File: src/rtl/scan_range_outlier_filter_unit_macros.svh
// ---------------------------------------------------------------------------
// Scan range outlier filter assertion macros
// Shared concurrent assertion shorthands for the filter modules.
// ---------------------------------------------------------------------------
`ifndef SCAN_RANGE_OUTLIER_FILTER_UNIT_MACROS_SVH
`define SCAN_RANGE_OUTLIER_FILTER_UNIT_MACROS_SVH

// Same-cycle implication.
`define SROF_ASSERT_IMP(lbl, clk, rst, ante, cons, msg) \
   lbl: assert property (@(posedge clk) disable iff (rst) (ante) |-> (cons)) \
      else $error(msg);

// Next-cycle implication.
`define SROF_ASSERT_NXT(lbl, clk, rst, ante, cons, msg) \
   lbl: assert property (@(posedge clk) disable iff (rst) (ante) |=> (cons)) \
      else $error(msg);

`endif

File: src/rtl/srof_pkg.sv
// ---------------------------------------------------------------------------
// Scan range outlier filter package
// Register map, configuration record and result queue constants.
// ---------------------------------------------------------------------------
`timescale 1ns / 1ps

package srof_pkg;

   localparam int CFG_WIDTH     = 16;
   localparam int CSR_ADDR_BITS = 4;
   localparam int CSR_DATA_BITS = 32;

   localparam logic [CFG_WIDTH-1:0] RANGE_MIN_RESET    = 16'd0;
   localparam logic [CFG_WIDTH-1:0] RANGE_MAX_RESET    = 16'd30000;
   localparam logic [CFG_WIDTH-1:0] MIN_DIST_RESET     = 16'd0;
   localparam logic [CFG_WIDTH-1:0] NEIGHBOR_DIST_RESET = 16'd0;

   typedef enum logic [1:0] {
      REG_RANGE_MIN     = 2'd0,
      REG_RANGE_MAX     = 2'd1,
      REG_MIN_DIST      = 2'd2,
      REG_NEIGHBOR_DIST = 2'd3
   } csr_reg_type;

   typedef struct packed {
      logic [CFG_WIDTH-1:0] lower_mm;
      logic [CFG_WIDTH-1:0] upper_mm;
      logic [CFG_WIDTH-1:0] closest_mm;
      logic [CFG_WIDTH-1:0] support_mm;
   } cfg_type;

   localparam int OQ_DEPTH    = 4;
   localparam int OQ_PTR_BITS = 2;
   localparam int OQ_CNT_BITS = 3;

endpackage

File: src/rtl/srof_csr.sv
// ---------------------------------------------------------------------------
// Scan range outlier filter configuration registers
// APB-style register file holding the four 16-bit filter thresholds.
// ---------------------------------------------------------------------------
`timescale 1ns / 1ps

module srof_csr
   import srof_pkg::*;
(
   input  logic                     clock,
   input  logic                     reset,
   input  logic                     csr_psel,
   input  logic                     csr_penable,
   input  logic                     csr_pwrite,
   input  logic [CSR_ADDR_BITS-1:0] csr_paddr,
   input  logic [CSR_DATA_BITS-1:0] csr_pwdata,
   output logic [CSR_DATA_BITS-1:0] csr_prdata,
   output logic                     csr_pready,
   output cfg_type                  cfg
);

   cfg_type     cfg_ff;
   cfg_type     cfg_in;
   csr_reg_type sel;
   logic        wr_en;

   assign sel        = csr_reg_type'(csr_paddr[3:2]);
   assign wr_en      = csr_psel && csr_penable && csr_pwrite;
   assign csr_pready = 1'b1;
   assign cfg        = cfg_ff;

   always_comb begin
      cfg_in = cfg_ff;
      if (wr_en) begin
         unique case (sel)
            REG_RANGE_MIN:     cfg_in.lower_mm   = csr_pwdata[CFG_WIDTH-1:0];
            REG_RANGE_MAX:     cfg_in.upper_mm   = csr_pwdata[CFG_WIDTH-1:0];
            REG_MIN_DIST:      cfg_in.closest_mm = csr_pwdata[CFG_WIDTH-1:0];
            REG_NEIGHBOR_DIST: cfg_in.support_mm = csr_pwdata[CFG_WIDTH-1:0];
            default:           cfg_in = cfg_ff;
         endcase
      end
   end

   always_comb begin
      unique case (sel)
         REG_RANGE_MIN:     csr_prdata = CSR_DATA_BITS'(cfg_ff.lower_mm);
         REG_RANGE_MAX:     csr_prdata = CSR_DATA_BITS'(cfg_ff.upper_mm);
         REG_MIN_DIST:      csr_prdata = CSR_DATA_BITS'(cfg_ff.closest_mm);
         REG_NEIGHBOR_DIST: csr_prdata = CSR_DATA_BITS'(cfg_ff.support_mm);
         default:           csr_prdata = '0;
      endcase
   end

   always_ff @(posedge clock) begin
      if (reset) begin
         cfg_ff.lower_mm   <= RANGE_MIN_RESET;
         cfg_ff.upper_mm   <= RANGE_MAX_RESET;
         cfg_ff.closest_mm <= MIN_DIST_RESET;
         cfg_ff.support_mm <= NEIGHBOR_DIST_RESET;
      end else begin
         cfg_ff <= cfg_in;
      end
   end

endmodule

File: src/rtl/srof_decide.sv
// ---------------------------------------------------------------------------
// Scan range outlier filter decision
// Accept or reject one sample given its left and right neighbors.
// ---------------------------------------------------------------------------
`timescale 1ns / 1ps

module srof_decide
   import srof_pkg::*;
#(
   parameter int RANGE_BITS = 16
) (
   input  cfg_type               cfg,
   input  logic [RANGE_BITS-1:0] x,
   input  logic                  x_nr,
   input  logic                  left_present,
   input  logic [RANGE_BITS-1:0] left_range,
   input  logic                  left_nr,
   input  logic                  right_present,
   input  logic [RANGE_BITS-1:0] right_range,
   input  logic                  right_nr,
   output logic [RANGE_BITS-1:0] filt,
   output logic                  filt_nr,
   output logic                  rej
);

   localparam int CW = (RANGE_BITS > CFG_WIDTH) ? RANGE_BITS : CFG_WIDTH;

   logic [CW-1:0]         x_w;
   logic [CW-1:0]         l_w;
   logic [CW-1:0]         r_w;
   logic [CW-1:0]         min_w;
   logic [CW-1:0]         max_w;
   logic [CW-1:0]         md_w;
   logic [CW-1:0]         nd_w;
   logic [CW:0]           repl_wide;
   logic [RANGE_BITS-1:0] repl;
   logic [RANGE_BITS-1:0] diff_l;
   logic [RANGE_BITS-1:0] diff_r;
   logic                  valid_l;
   logic                  valid_r;
   logic                  far_l;
   logic                  far_r;

   assign x_w   = CW'(x);
   assign l_w   = CW'(left_range);
   assign r_w   = CW'(right_range);
   assign min_w = CW'(cfg.lower_mm);
   assign max_w = CW'(cfg.upper_mm);
   assign md_w  = CW'(cfg.closest_mm);
   assign nd_w  = CW'(cfg.support_mm);

   assign repl_wide = (CW+1)'(max_w) + (CW+1)'(1);
   assign repl      = (|repl_wide[CW:RANGE_BITS]) ? '1 : repl_wide[RANGE_BITS-1:0];

   assign valid_l = left_present && !left_nr && (l_w > min_w) && (l_w < max_w);
   assign valid_r = right_present && !right_nr && (r_w > min_w) && (r_w < max_w);

   assign diff_l = (left_range > x) ? left_range - x : x - left_range;
   assign diff_r = (right_range > x) ? right_range - x : x - right_range;

   assign far_l = !left_present ||
                  (!left_nr && !x_nr && (CW'(diff_l) > nd_w));
   assign far_r = !right_present ||
                  (!right_nr && !x_nr && (CW'(diff_r) > nd_w));

   always_comb begin
      priority if (!x_nr && ((x_w > max_w) || (x_w < min_w))) begin
         rej = 1'b0;
      end else if (!x_nr && (x_w < md_w)) begin
         rej = 1'b1;
      end else if (!valid_l && !valid_r) begin
         rej = 1'b1;
      end else if (far_l && far_r) begin
         rej = 1'b1;
      end else begin
         rej = 1'b0;
      end
   end

   always_comb begin
      if (rej) begin
         filt    = repl;
         filt_nr = 1'b0;
      end else begin
         filt    = x_nr ? '0 : x;
         filt_nr = x_nr;
      end
   end

endmodule

File: src/rtl/srof_outq.sv
// ---------------------------------------------------------------------------
// Scan range outlier filter result queue
// Four-entry queue taking up to two results per cycle, giving one when read.
// ---------------------------------------------------------------------------
`timescale 1ns / 1ps
`include "scan_range_outlier_filter_unit_macros.svh"

module srof_outq
   import srof_pkg::*;
#(
   parameter int WIDTH = 19
) (
   input  logic             clock,
   input  logic             reset,
   input  logic [1:0]       push_count,
   input  logic [WIDTH-1:0] push_data0,
   input  logic [WIDTH-1:0] push_data1,
   output logic             room,
   output logic             rd_valid,
   input  logic             rd_ready,
   output logic [WIDTH-1:0] rd_data
);

   logic [WIDTH-1:0]       entry_ff [OQ_DEPTH];
   logic [OQ_PTR_BITS-1:0] wr_ptr_ff;
   logic [OQ_PTR_BITS-1:0] wr_ptr_in;
   logic [OQ_PTR_BITS-1:0] rd_ptr_ff;
   logic [OQ_PTR_BITS-1:0] rd_ptr_in;
   logic [OQ_CNT_BITS-1:0] count_ff;
   logic [OQ_CNT_BITS-1:0] count_in;
   logic                   pop;

   assign rd_valid = (count_ff != '0);
   assign rd_data  = entry_ff[rd_ptr_ff];
   assign pop      = rd_valid && rd_ready;
   assign room     = (count_ff <= OQ_CNT_BITS'(OQ_DEPTH - 2));

   assign wr_ptr_in = wr_ptr_ff + OQ_PTR_BITS'(push_count);
   assign rd_ptr_in = rd_ptr_ff + OQ_PTR_BITS'(pop);
   assign count_in  = count_ff + OQ_CNT_BITS'(push_count) - OQ_CNT_BITS'(pop);

   always_ff @(posedge clock) begin
      if (push_count != 2'd0) begin
         entry_ff[wr_ptr_ff] <= push_data0;
      end
      if (push_count == 2'd2) begin
         entry_ff[wr_ptr_ff + OQ_PTR_BITS'(1)] <= push_data1;
      end
   end

   always_ff @(posedge clock) begin
      if (reset) begin
         wr_ptr_ff <= '0;
         rd_ptr_ff <= '0;
         count_ff  <= '0;
      end else begin
         wr_ptr_ff <= wr_ptr_in;
         rd_ptr_ff <= rd_ptr_in;
         count_ff  <= count_in;
      end
   end

   `SROF_ASSERT_IMP(a_count_bound, clock, reset, 1'b1, count_ff <= OQ_CNT_BITS'(OQ_DEPTH), "result queue count beyond depth")
   `SROF_ASSERT_NXT(a_pop_only_drains, clock, reset, pop && (push_count == 2'd0), count_ff == $past(count_ff) - OQ_CNT_BITS'(1), "result queue count did not drop on a lone pop")
   `SROF_ASSERT_NXT(a_empty_push_shows, clock, reset, (count_ff == '0) && (push_count != 2'd0), rd_valid && (rd_data == $past(push_data0)), "pushed result did not reach the head")

endmodule

File: src/rtl/srof_core.sv
// ---------------------------------------------------------------------------
// Scan range outlier filter core
// Input register, held sample and left neighbor state, and the two
// decisions that one sample can complete.
// ---------------------------------------------------------------------------
`timescale 1ns / 1ps
`include "scan_range_outlier_filter_unit_macros.svh"

module srof_core
   import srof_pkg::*;
#(
   parameter int RANGE_BITS = 16
) (
   input  logic                    clock,
   input  logic                    reset,
   input  cfg_type                 cfg,
   input  logic                    req_valid,
   output logic                    req_ready,
   input  logic [RANGE_BITS-1:0]   req_range_mm,
   input  logic                    req_no_return,
   input  logic                    req_scan_end,
   input  logic                    room,
   output logic [1:0]              push_count,
   output logic [RANGE_BITS+2:0]   push_data0,
   output logic [RANGE_BITS+2:0]   push_data1
);

   logic                  in_valid_ff;
   logic                  in_valid_in;
   logic [RANGE_BITS-1:0] in_range_ff;
   logic                  in_nr_ff;
   logic                  in_end_ff;

   logic [RANGE_BITS-1:0] left_range_ff;
   logic [RANGE_BITS-1:0] left_range_in;
   logic                  left_nr_ff;
   logic                  left_nr_in;
   logic [RANGE_BITS-1:0] held_range_ff;
   logic [RANGE_BITS-1:0] held_range_in;
   logic                  held_nr_ff;
   logic                  held_nr_in;
   logic                  held_present_ff;
   logic                  held_present_in;
   logic                  held_first_ff;
   logic                  held_first_in;

   logic                  fire;
   logic                  take;
   logic                  had;
   logic [RANGE_BITS-1:0] held_filt;
   logic                  held_filt_nr;
   logic                  held_rej;
   logic [RANGE_BITS-1:0] left_after;
   logic                  left_after_nr;
   logic [RANGE_BITS-1:0] last_filt;
   logic                  last_filt_nr;
   logic                  last_rej;
   logic [RANGE_BITS+2:0] held_res;
   logic [RANGE_BITS+2:0] last_res;

   assign fire      = in_valid_ff && room;
   assign req_ready = !in_valid_ff || room;
   assign take      = req_valid && req_ready;
   assign had       = held_present_ff;

   srof_decide #(.RANGE_BITS(RANGE_BITS)) u_held_decide (
      .cfg           (cfg),
      .x             (held_range_ff),
      .x_nr          (held_nr_ff),
      .left_present  (!held_first_ff),
      .left_range    (left_range_ff),
      .left_nr       (left_nr_ff),
      .right_present (1'b1),
      .right_range   (in_range_ff),
      .right_nr      (in_nr_ff),
      .filt          (held_filt),
      .filt_nr       (held_filt_nr),
      .rej           (held_rej)
   );

   assign left_after    = had ? held_filt : left_range_ff;
   assign left_after_nr = had ? held_filt_nr : left_nr_ff;

   srof_decide #(.RANGE_BITS(RANGE_BITS)) u_last_decide (
      .cfg           (cfg),
      .x             (in_range_ff),
      .x_nr          (in_nr_ff),
      .left_present  (had),
      .left_range    (left_after),
      .left_nr       (left_after_nr),
      .right_present (1'b0),
      .right_range   ('0),
      .right_nr      (1'b0),
      .filt          (last_filt),
      .filt_nr       (last_filt_nr),
      .rej           (last_rej)
   );

   assign held_res = {held_filt, held_filt_nr, held_rej, 1'b0};
   assign last_res = {last_filt, last_filt_nr, last_rej, 1'b1};

   always_comb begin
      push_count = 2'd0;
      if (fire) begin
         push_count = {1'b0, had} + {1'b0, in_end_ff};
      end
      push_data0 = had ? held_res : last_res;
      push_data1 = last_res;
   end

   always_comb begin
      in_valid_in     = take || (in_valid_ff && !fire);
      left_range_in   = left_range_ff;
      left_nr_in      = left_nr_ff;
      held_range_in   = held_range_ff;
      held_nr_in      = held_nr_ff;
      held_present_in = held_present_ff;
      held_first_in   = held_first_ff;
      if (fire) begin
         if (in_end_ff) begin
            left_range_in   = '0;
            left_nr_in      = 1'b0;
            held_range_in   = '0;
            held_nr_in      = 1'b0;
            held_present_in = 1'b0;
            held_first_in   = 1'b0;
         end else begin
            left_range_in   = left_after;
            left_nr_in      = left_after_nr;
            held_range_in   = in_range_ff;
            held_nr_in      = in_nr_ff;
            held_present_in = 1'b1;
            held_first_in   = !had;
         end
      end
   end

   always_ff @(posedge clock) begin
      if (take) begin
         in_range_ff <= req_range_mm;
         in_nr_ff    <= req_no_return;
         in_end_ff   <= req_scan_end;
      end
   end

   always_ff @(posedge clock) begin
      if (reset) begin
         in_valid_ff     <= 1'b0;
         left_range_ff   <= '0;
         left_nr_ff      <= 1'b0;
         held_range_ff   <= '0;
         held_nr_ff      <= 1'b0;
         held_present_ff <= 1'b0;
         held_first_ff   <= 1'b0;
      end else begin
         in_valid_ff     <= in_valid_in;
         left_range_ff   <= left_range_in;
         left_nr_ff      <= left_nr_in;
         held_range_ff   <= held_range_in;
         held_nr_ff      <= held_nr_in;
         held_present_ff <= held_present_in;
         held_first_ff   <= held_first_in;
      end
   end

   `SROF_ASSERT_IMP(a_pair_needs_held, clock, reset, push_count == 2'd2, held_present_ff && in_end_ff, "two results without a held sample at scan end")
   `SROF_ASSERT_NXT(a_end_clears_hold, clock, reset, fire && in_end_ff, !held_present_ff && !held_first_ff, "scan end left a sample held")
   `SROF_ASSERT_NXT(a_sample_held, clock, reset, fire && !in_end_ff, held_present_ff && (held_range_ff == $past(in_range_ff)), "sample not held after transfer")

endmodule

File: src/rtl/scan_range_outlier_filter_unit.sv
// ---------------------------------------------------------------------------
// Scan range outlier filter unit
// Path: a scan-end sample passes the input register and result queue, behind
// the result of any held sample that goes out ahead of it; any other sample
// waits for the next sample's transfer, then leaves through the result queue.
// Throughput: one sample per cycle while the result queue has room, set by
// the single decision stage; a scan end that finds a sample held emits two
// results, drained through a four-entry result queue.
// Reset: synchronous, clears thresholds to defaults and drops any held sample.
// ---------------------------------------------------------------------------
`timescale 1ns / 1ps

module scan_range_outlier_filter_unit
   import srof_pkg::*;
#(
   parameter int RANGE_BITS = 16
) (
   input  logic                     clock,
   input  logic                     reset,
   input  logic                     req_valid,
   output logic                     req_ready,
   input  logic [RANGE_BITS-1:0]    req_range_mm,
   input  logic                     req_no_return,
   input  logic                     req_scan_end,
   output logic                     rsp_valid,
   input  logic                     rsp_ready,
   output logic [RANGE_BITS-1:0]    rsp_filtered_mm,
   output logic                     rsp_out_no_return,
   output logic                     rsp_rejected,
   output logic                     rsp_out_scan_end,
   input  logic                     csr_psel,
   input  logic                     csr_penable,
   input  logic                     csr_pwrite,
   input  logic [CSR_ADDR_BITS-1:0] csr_paddr,
   input  logic [CSR_DATA_BITS-1:0] csr_pwdata,
   output logic [CSR_DATA_BITS-1:0] csr_prdata,
   output logic                     csr_pready
);

   localparam int RES_WIDTH = RANGE_BITS + 3;

   cfg_type              cfg;
   logic                 room;
   logic [1:0]           push_count;
   logic [RES_WIDTH-1:0] push_data0;
   logic [RES_WIDTH-1:0] push_data1;
   logic [RES_WIDTH-1:0] rd_data;

   srof_csr u_csr (
      .clock       (clock),
      .reset       (reset),
      .csr_psel    (csr_psel),
      .csr_penable (csr_penable),
      .csr_pwrite  (csr_pwrite),
      .csr_paddr   (csr_paddr),
      .csr_pwdata  (csr_pwdata),
      .csr_prdata  (csr_prdata),
      .csr_pready  (csr_pready),
      .cfg         (cfg)
   );

   srof_core #(.RANGE_BITS(RANGE_BITS)) u_core (
      .clock         (clock),
      .reset         (reset),
      .cfg           (cfg),
      .req_valid     (req_valid),
      .req_ready     (req_ready),
      .req_range_mm  (req_range_mm),
      .req_no_return (req_no_return),
      .req_scan_end  (req_scan_end),
      .room          (room),
      .push_count    (push_count),
      .push_data0    (push_data0),
      .push_data1    (push_data1)
   );

   srof_outq #(.WIDTH(RES_WIDTH)) u_outq (
      .clock      (clock),
      .reset      (reset),
      .push_count (push_count),
      .push_data0 (push_data0),
      .push_data1 (push_data1),
      .room       (room),
      .rd_valid   (rsp_valid),
      .rd_ready   (rsp_ready),
      .rd_data    (rd_data)
   );

   assign rsp_filtered_mm   = rd_data[RES_WIDTH-1:3];
   assign rsp_out_no_return = rd_data[2];
   assign rsp_rejected      = rd_data[1];
   assign rsp_out_scan_end  = rd_data[0];

endmodule

File: config.mk
export PLATFORM = sky130hd
export DESIGN_NAME = scan_range_outlier_filter_unit
export DESIGN_NICKNAME = d
export VERILOG_FILES = /design/src/rtl/srof_pkg.sv /design/src/rtl/srof_csr.sv /design/src/rtl/srof_decide.sv /design/src/rtl/srof_outq.sv /design/src/rtl/srof_core.sv /design/src/rtl/scan_range_outlier_filter_unit.sv
export VERILOG_INCLUDE_DIRS = /design/src /design/src/rtl
export SDC_FILE = /design/constraint.sdc
export NUM_CORES = 1
export LEC_CHECK = 0
export BUFFER_PORTS_ARGS = -buffer_cell sky130_fd_sc_hd__buf_2
export CORE_MARGIN = 2
export CORE_UTILIZATION = 55
export DETAILED_ROUTE_END_ITERATION = 10
export PLACE_DENSITY = 0.79
export SLEW_MARGIN = 20
export SYNTH_ARGS = -nofsm -noshare
export SYNTH_HDL_FRONTEND = slang
export SYNTH_SLANG_ARGS = --single-unit
export TNS_END_PERCENT = 50
File: constraint.sdc
create_clock -name clock -period 15.7 [get_ports clock]
set_input_delay 2.355 -clock clock [delete_from_list [all_inputs] [get_ports clock]]
set_output_delay 2.355 -clock clock [all_outputs]
set_load 0.1 [all_outputs]
==> results.txt <==
----------------------------------------------------
[Finish]
  Layout fillers ... between 2000 and 3000
  Area of the multi-input gates ... 12700 sq um
  Leading cell type in the layout, fill and taps excluded ... sky130_fd_sc_hd__ha_1
  Register area ... 4940 sq um
  Commonest non-fill, non-tap cells in the layout ... sky130_fd_sc_hd__ha_1, sky130_fd_sc_hd__nand2_1, sky130_fd_sc_hd__a21oi_1, sky130_fd_sc_hd__inv_1, sky130_fd_sc_hd__nor2_1
  Synth-to-layout area growth ... 7.63%
  Post-layout nets ... 2592
  Share of layout cells above drive strength 1 ... 0.0926
  Antenna diode count ... 0

[Timing]
  Hold violation total from the final report ... 0
  Worst hold slack after final layout ... about 0.44 ns
  Slew at the pin closest to its max-slew limit ... 1.09 ns
  Worst setup skew after layout ... between 0.02 and 0.03 ns
  Final Setup Violations ... 0
  Total Neg Setup Slack ... 0 ns
  Tcrit/Tclk final ... 0.912
  Tmin final ... 14.31 ns
  Normalized max-slew margin ... 0.271
  Unrepaired setup endpoints after global routing ... false
  Fmax achieved ... 69.9 MHz
  Count of final max-slew check failures ... 0

[Clock network]
  Hold buffer count at CTS ... 0
  CTS H-tree depth ... 1
  Bufs on Longest Clock Path ... 3
  Number of buffers created by CTS ... 22
  TritonCTS clock tree ... built
  Source-to-sink clock delay at the later pin of the worst-skew pair ... 0.54 ns
  Root Driver ... sky130_fd_sc_hd__clkbuf_16
  Buffers inserted by post-CTS timing repair ... 0
  Clock transition at path regs ... about 0.060 ns
  Clock sink count ... between 200 and 250
  Total of cells resized after clock tree synthesis ... 0

[Routing]
  Final routed DRC violation total ... 0
  Detailed-route wire length ... 66500 microns
  First-pass iteration count of the detailed router ... 6
  First DRT Iteration DRCs ... 2090
  Post-detailed-route wirelength per cell ... between 20 and 25 microns
  Vias after detailed routing ... 17900
  Number of routed nets with antenna violations ... 0
  Vias per cell ... between 6 and 7

[Synth]
  Mean post-synth cell area ... 8.56 sq um
  Async S/R FF share, synth ... 0
  Seq/Total Area, Yosys ... 0.264
  Count of flip-flops with a built-in enable after synthesis ... 90
  Top area cells in the synthesized netlist ... sky130_fd_sc_hd__ha_1, sky130_fd_sc_hd__edfxtp_1, sky130_fd_sc_hd__dfxtp_1, sky130_fd_sc_hd__a21oi_1, sky130_fd_sc_hd__nand2_1
  Cell type with the largest total area after synthesis ... sky130_fd_sc_hd__ha_1
  Synthesis Warnings ... 0
  Predominant post-synthesis flop cell ... sky130_fd_sc_hd__dfxtp_1
  FF+latch count, synth ... 202
  Top cell type's share of synthesized area ... 0.203
  Number of cells produced by synthesis ... between 2000 and 2500
  Post-synthesis instance area ... 18800 sq um
  Number of different library cells in the post-synthesis netlist ... 73

[Worst setup path]
  Peak per-stage delay on the critical path ... slightly below 0.8 ns
  Worst path required time ... 15.95 ns
  Critical Path Source Type ... flop
  Worst setup path class ... flop to flop
  CP endpoint kind ... flop
  Largest fanout on the critical path ... 20
  Crit-path most repeated cell ... sky130_fd_sc_hd__a21o_1
  Data arrival at the endpoint of the critical path ... 14.56 ns
  Slowest stage cell, crit path ... sky130_fd_sc_hd__dfxtp_1
  R2R cell count ... 47

[Placement]
  PortBufs ... 79
  Detailed Place HPWL ... 50900 microns
  Global placement routability congestion ... 1.04

[Global route]
  Antenna violations before repair ... 1
  Total global routing track utilization ... 0.365
  Global-route wire length before repair ... slightly below 100000 microns
  Remaining global-route overflow ... 0
  Vias in the first global route ... 17100
  Largest net degree at the start of global routing ... 59

[Die]
  Top Ports ... 115
  Area of the die ... 35600 sq um
  Width of the die ... 189 microns
  Standard-cell row count ... between 60 and 70
  Vertical die dimension ... about 190 microns
  Starting utilization of the core area ... 0.559
  Area inside the core boundary ... 33500 sq um

[Run]
  Count of max-cap constraint violations ... 0

[Hold path]
  WHS Path Cells ... 2
  Tightest Hold Check Type ... flop to flop

[Power and ir drop]
  Worst vdd ir ... 0.119 mV
  Areal power density over the cells ... 106 nW/um^2
  Leakage power total ... 8.77 nW

[Outcome]
  Run status ... complete, no violations

----------------------------------------------------
-- per-layer routing --
metal  track usage  up-vias  share of wire
li1              -     8076              -
met1         0.453     8398           0.37
met2         0.564     1167           0.43
met3        0.0918      268           0.12
met4         0.238        0          0.074
met5             0        -              0
-- cell type report --
cell class | count | share of cell area
clock inverter | 8 | 0.00291
clock buffer | 32 | 0.0317
timing repair buffer | 105 | 0.0294
tap | 448 | 0.0278
multi-input combinational | 1720 | 0.632
inverter | 169 | 0.0314
sequential | 202 | 0.245
-- sequential cells by signal (all words and copies together) (netlist names) --
name                  cells
u_core.had                1
u_core.held_first_ff      1
u_core.held_nr_ff         1
u_core.held_range_ff     16
u_core.in_end_ff          1
u_core.in_nr_ff           1
u_core.in_range_ff       16
u_core.in_valid_ff        1
u_core.left_nr_ff         1
u_core.left_range_ff     16
u_csr.cfg                64
u_outq.count_ff           3
u_outq.entry_ff          76
u_outq.rd_ptr_ff          2
u_outq.wr_ptr_ff          2
-- final timing paths --
check / start / endpoint / slack, ns
worst max-delay path: u_core.held_range_ff[1] / u_outq.entry_ff[1][15] / 1.39
worst min-delay path: u_outq.entry_ff[1][0] / u_outq.entry_ff[1][0] / 0.44
worst max register to register: u_core.held_range_ff[1] / u_outq.entry_ff[1][15] / 1.39
worst min register to register: u_outq.entry_ff[1][0] / u_outq.entry_ff[1][0] / 0.44
-- synth_stat cells (5+ instances only) --
| master | count |
|---|---|
| sky130_fd_sc_hd__a2111oi_0 | 6 |
| sky130_fd_sc_hd__a211o_1 | 12 |
| sky130_fd_sc_hd__a211oi_1 | 15 |
| sky130_fd_sc_hd__a21boi_0 | 13 |
| sky130_fd_sc_hd__a21o_1 | 103 |
| sky130_fd_sc_hd__a21oi_1 | 218 |
| sky130_fd_sc_hd__a22o_1 | 32 |
| sky130_fd_sc_hd__a31oi_1 | 33 |
| sky130_fd_sc_hd__and2_1 | 7 |
| sky130_fd_sc_hd__and3_1 | 8 |
| sky130_fd_sc_hd__buf_1 | 7 |
| sky130_fd_sc_hd__buf_4 | 18 |
| sky130_fd_sc_hd__clkbuf_1 | 87 |
| sky130_fd_sc_hd__clkinv_1 | 5 |
| sky130_fd_sc_hd__dfxtp_1 | 112 |
| sky130_fd_sc_hd__edfxtp_1 | 90 |
| sky130_fd_sc_hd__fa_1 | 7 |
| sky130_fd_sc_hd__ha_1 | 304 |
| sky130_fd_sc_hd__inv_1 | 163 |
| sky130_fd_sc_hd__mux2_2 | 11 |
| sky130_fd_sc_hd__mux2i_1 | 39 |
| sky130_fd_sc_hd__mux4_2 | 35 |
| sky130_fd_sc_hd__nand2_1 | 251 |
| sky130_fd_sc_hd__nand2b_1 | 11 |
| sky130_fd_sc_hd__nand3_1 | 53 |
| sky130_fd_sc_hd__nand4_1 | 48 |
| sky130_fd_sc_hd__nor2_1 | 120 |
| sky130_fd_sc_hd__nor2b_1 | 26 |
| sky130_fd_sc_hd__nor3_1 | 31 |
| sky130_fd_sc_hd__nor4_1 | 11 |
| sky130_fd_sc_hd__o211ai_1 | 18 |
| sky130_fd_sc_hd__o21a_1 | 15 |
| sky130_fd_sc_hd__o21ai_0 | 93 |
| sky130_fd_sc_hd__o21bai_1 | 10 |
| sky130_fd_sc_hd__o22ai_1 | 25 |
| sky130_fd_sc_hd__o31ai_1 | 9 |
| sky130_fd_sc_hd__o32ai_1 | 9 |
| sky130_fd_sc_hd__or2_2 | 11 |
| sky130_fd_sc_hd__or3_1 | 7 |
| sky130_fd_sc_hd__or4_1 | 5 |
| sky130_fd_sc_hd__xnor2_1 | 36 |
| sky130_fd_sc_hd__xor2_1 | 16 |
-- stage by stage --
| stage | cell area, sq um | worst slack [ns] | util | power, mW | cells |
|---|---|---|---|---|---|
| 2_1_floorplan | 18800 | 4.60 | - | 1.39 | 2205 |
| 3_3_place_gp | 19500 | 2.06 | 0.581 | 1.60 | 2644 |
| 3_5_place_dp | 19500 | 1.84 | 0.581 | 1.62 | 2644 |
| 4_1_cts | 20200 | 1.80 | 0.602 | 2.13 | 2684 |
| 5_1_grt | 20200 | 0.784 | 0.602 | 2.24 | 2684 |
| 6_report | 20200 | 1.39 | 0.602 | 2.15 | 2684 |
-- where the power goes --
| part | switching (mW) | internal (mW) |
|---|---|---|
| Clock | 0.225 | 0.286 |
| Combinational | 0.676 | 0.346 |
| Sequential | 0.0413 | 0.575 |
| Total | 0.942 | 1.21 |
-- worst max-delay path, delay by kind of cell, from the launching register on --
family | cells | cell delay [ns]
AND/OR/NAND/NOR | 7 | 2.42
AO/OA/AOI/OAI | 28 | 6.57
multiplexers | 2 | 0.71
XOR/XNOR | 1 | 0.18
flip-flops | 1 | 0.77
buffers and inverters | 5 | 1.62
adder cells (fa/ha/maj) | 4 | 1.65
-- cell families (layout without fill, tap and decap cells) --
kind of cell	after synthesis	in the layout	synth area share
mux	85	85	0.0695
other cells	2	17	0.000401
xor+xnor	52	52	0.0243
simple gates	604	604	0.149
buf+inv	283	314	0.0604
compound gates	651	651	0.223
fa+ha+maj	311	311	0.210
flops	202	202	0.264
Power figures use the tool's default switching activity.
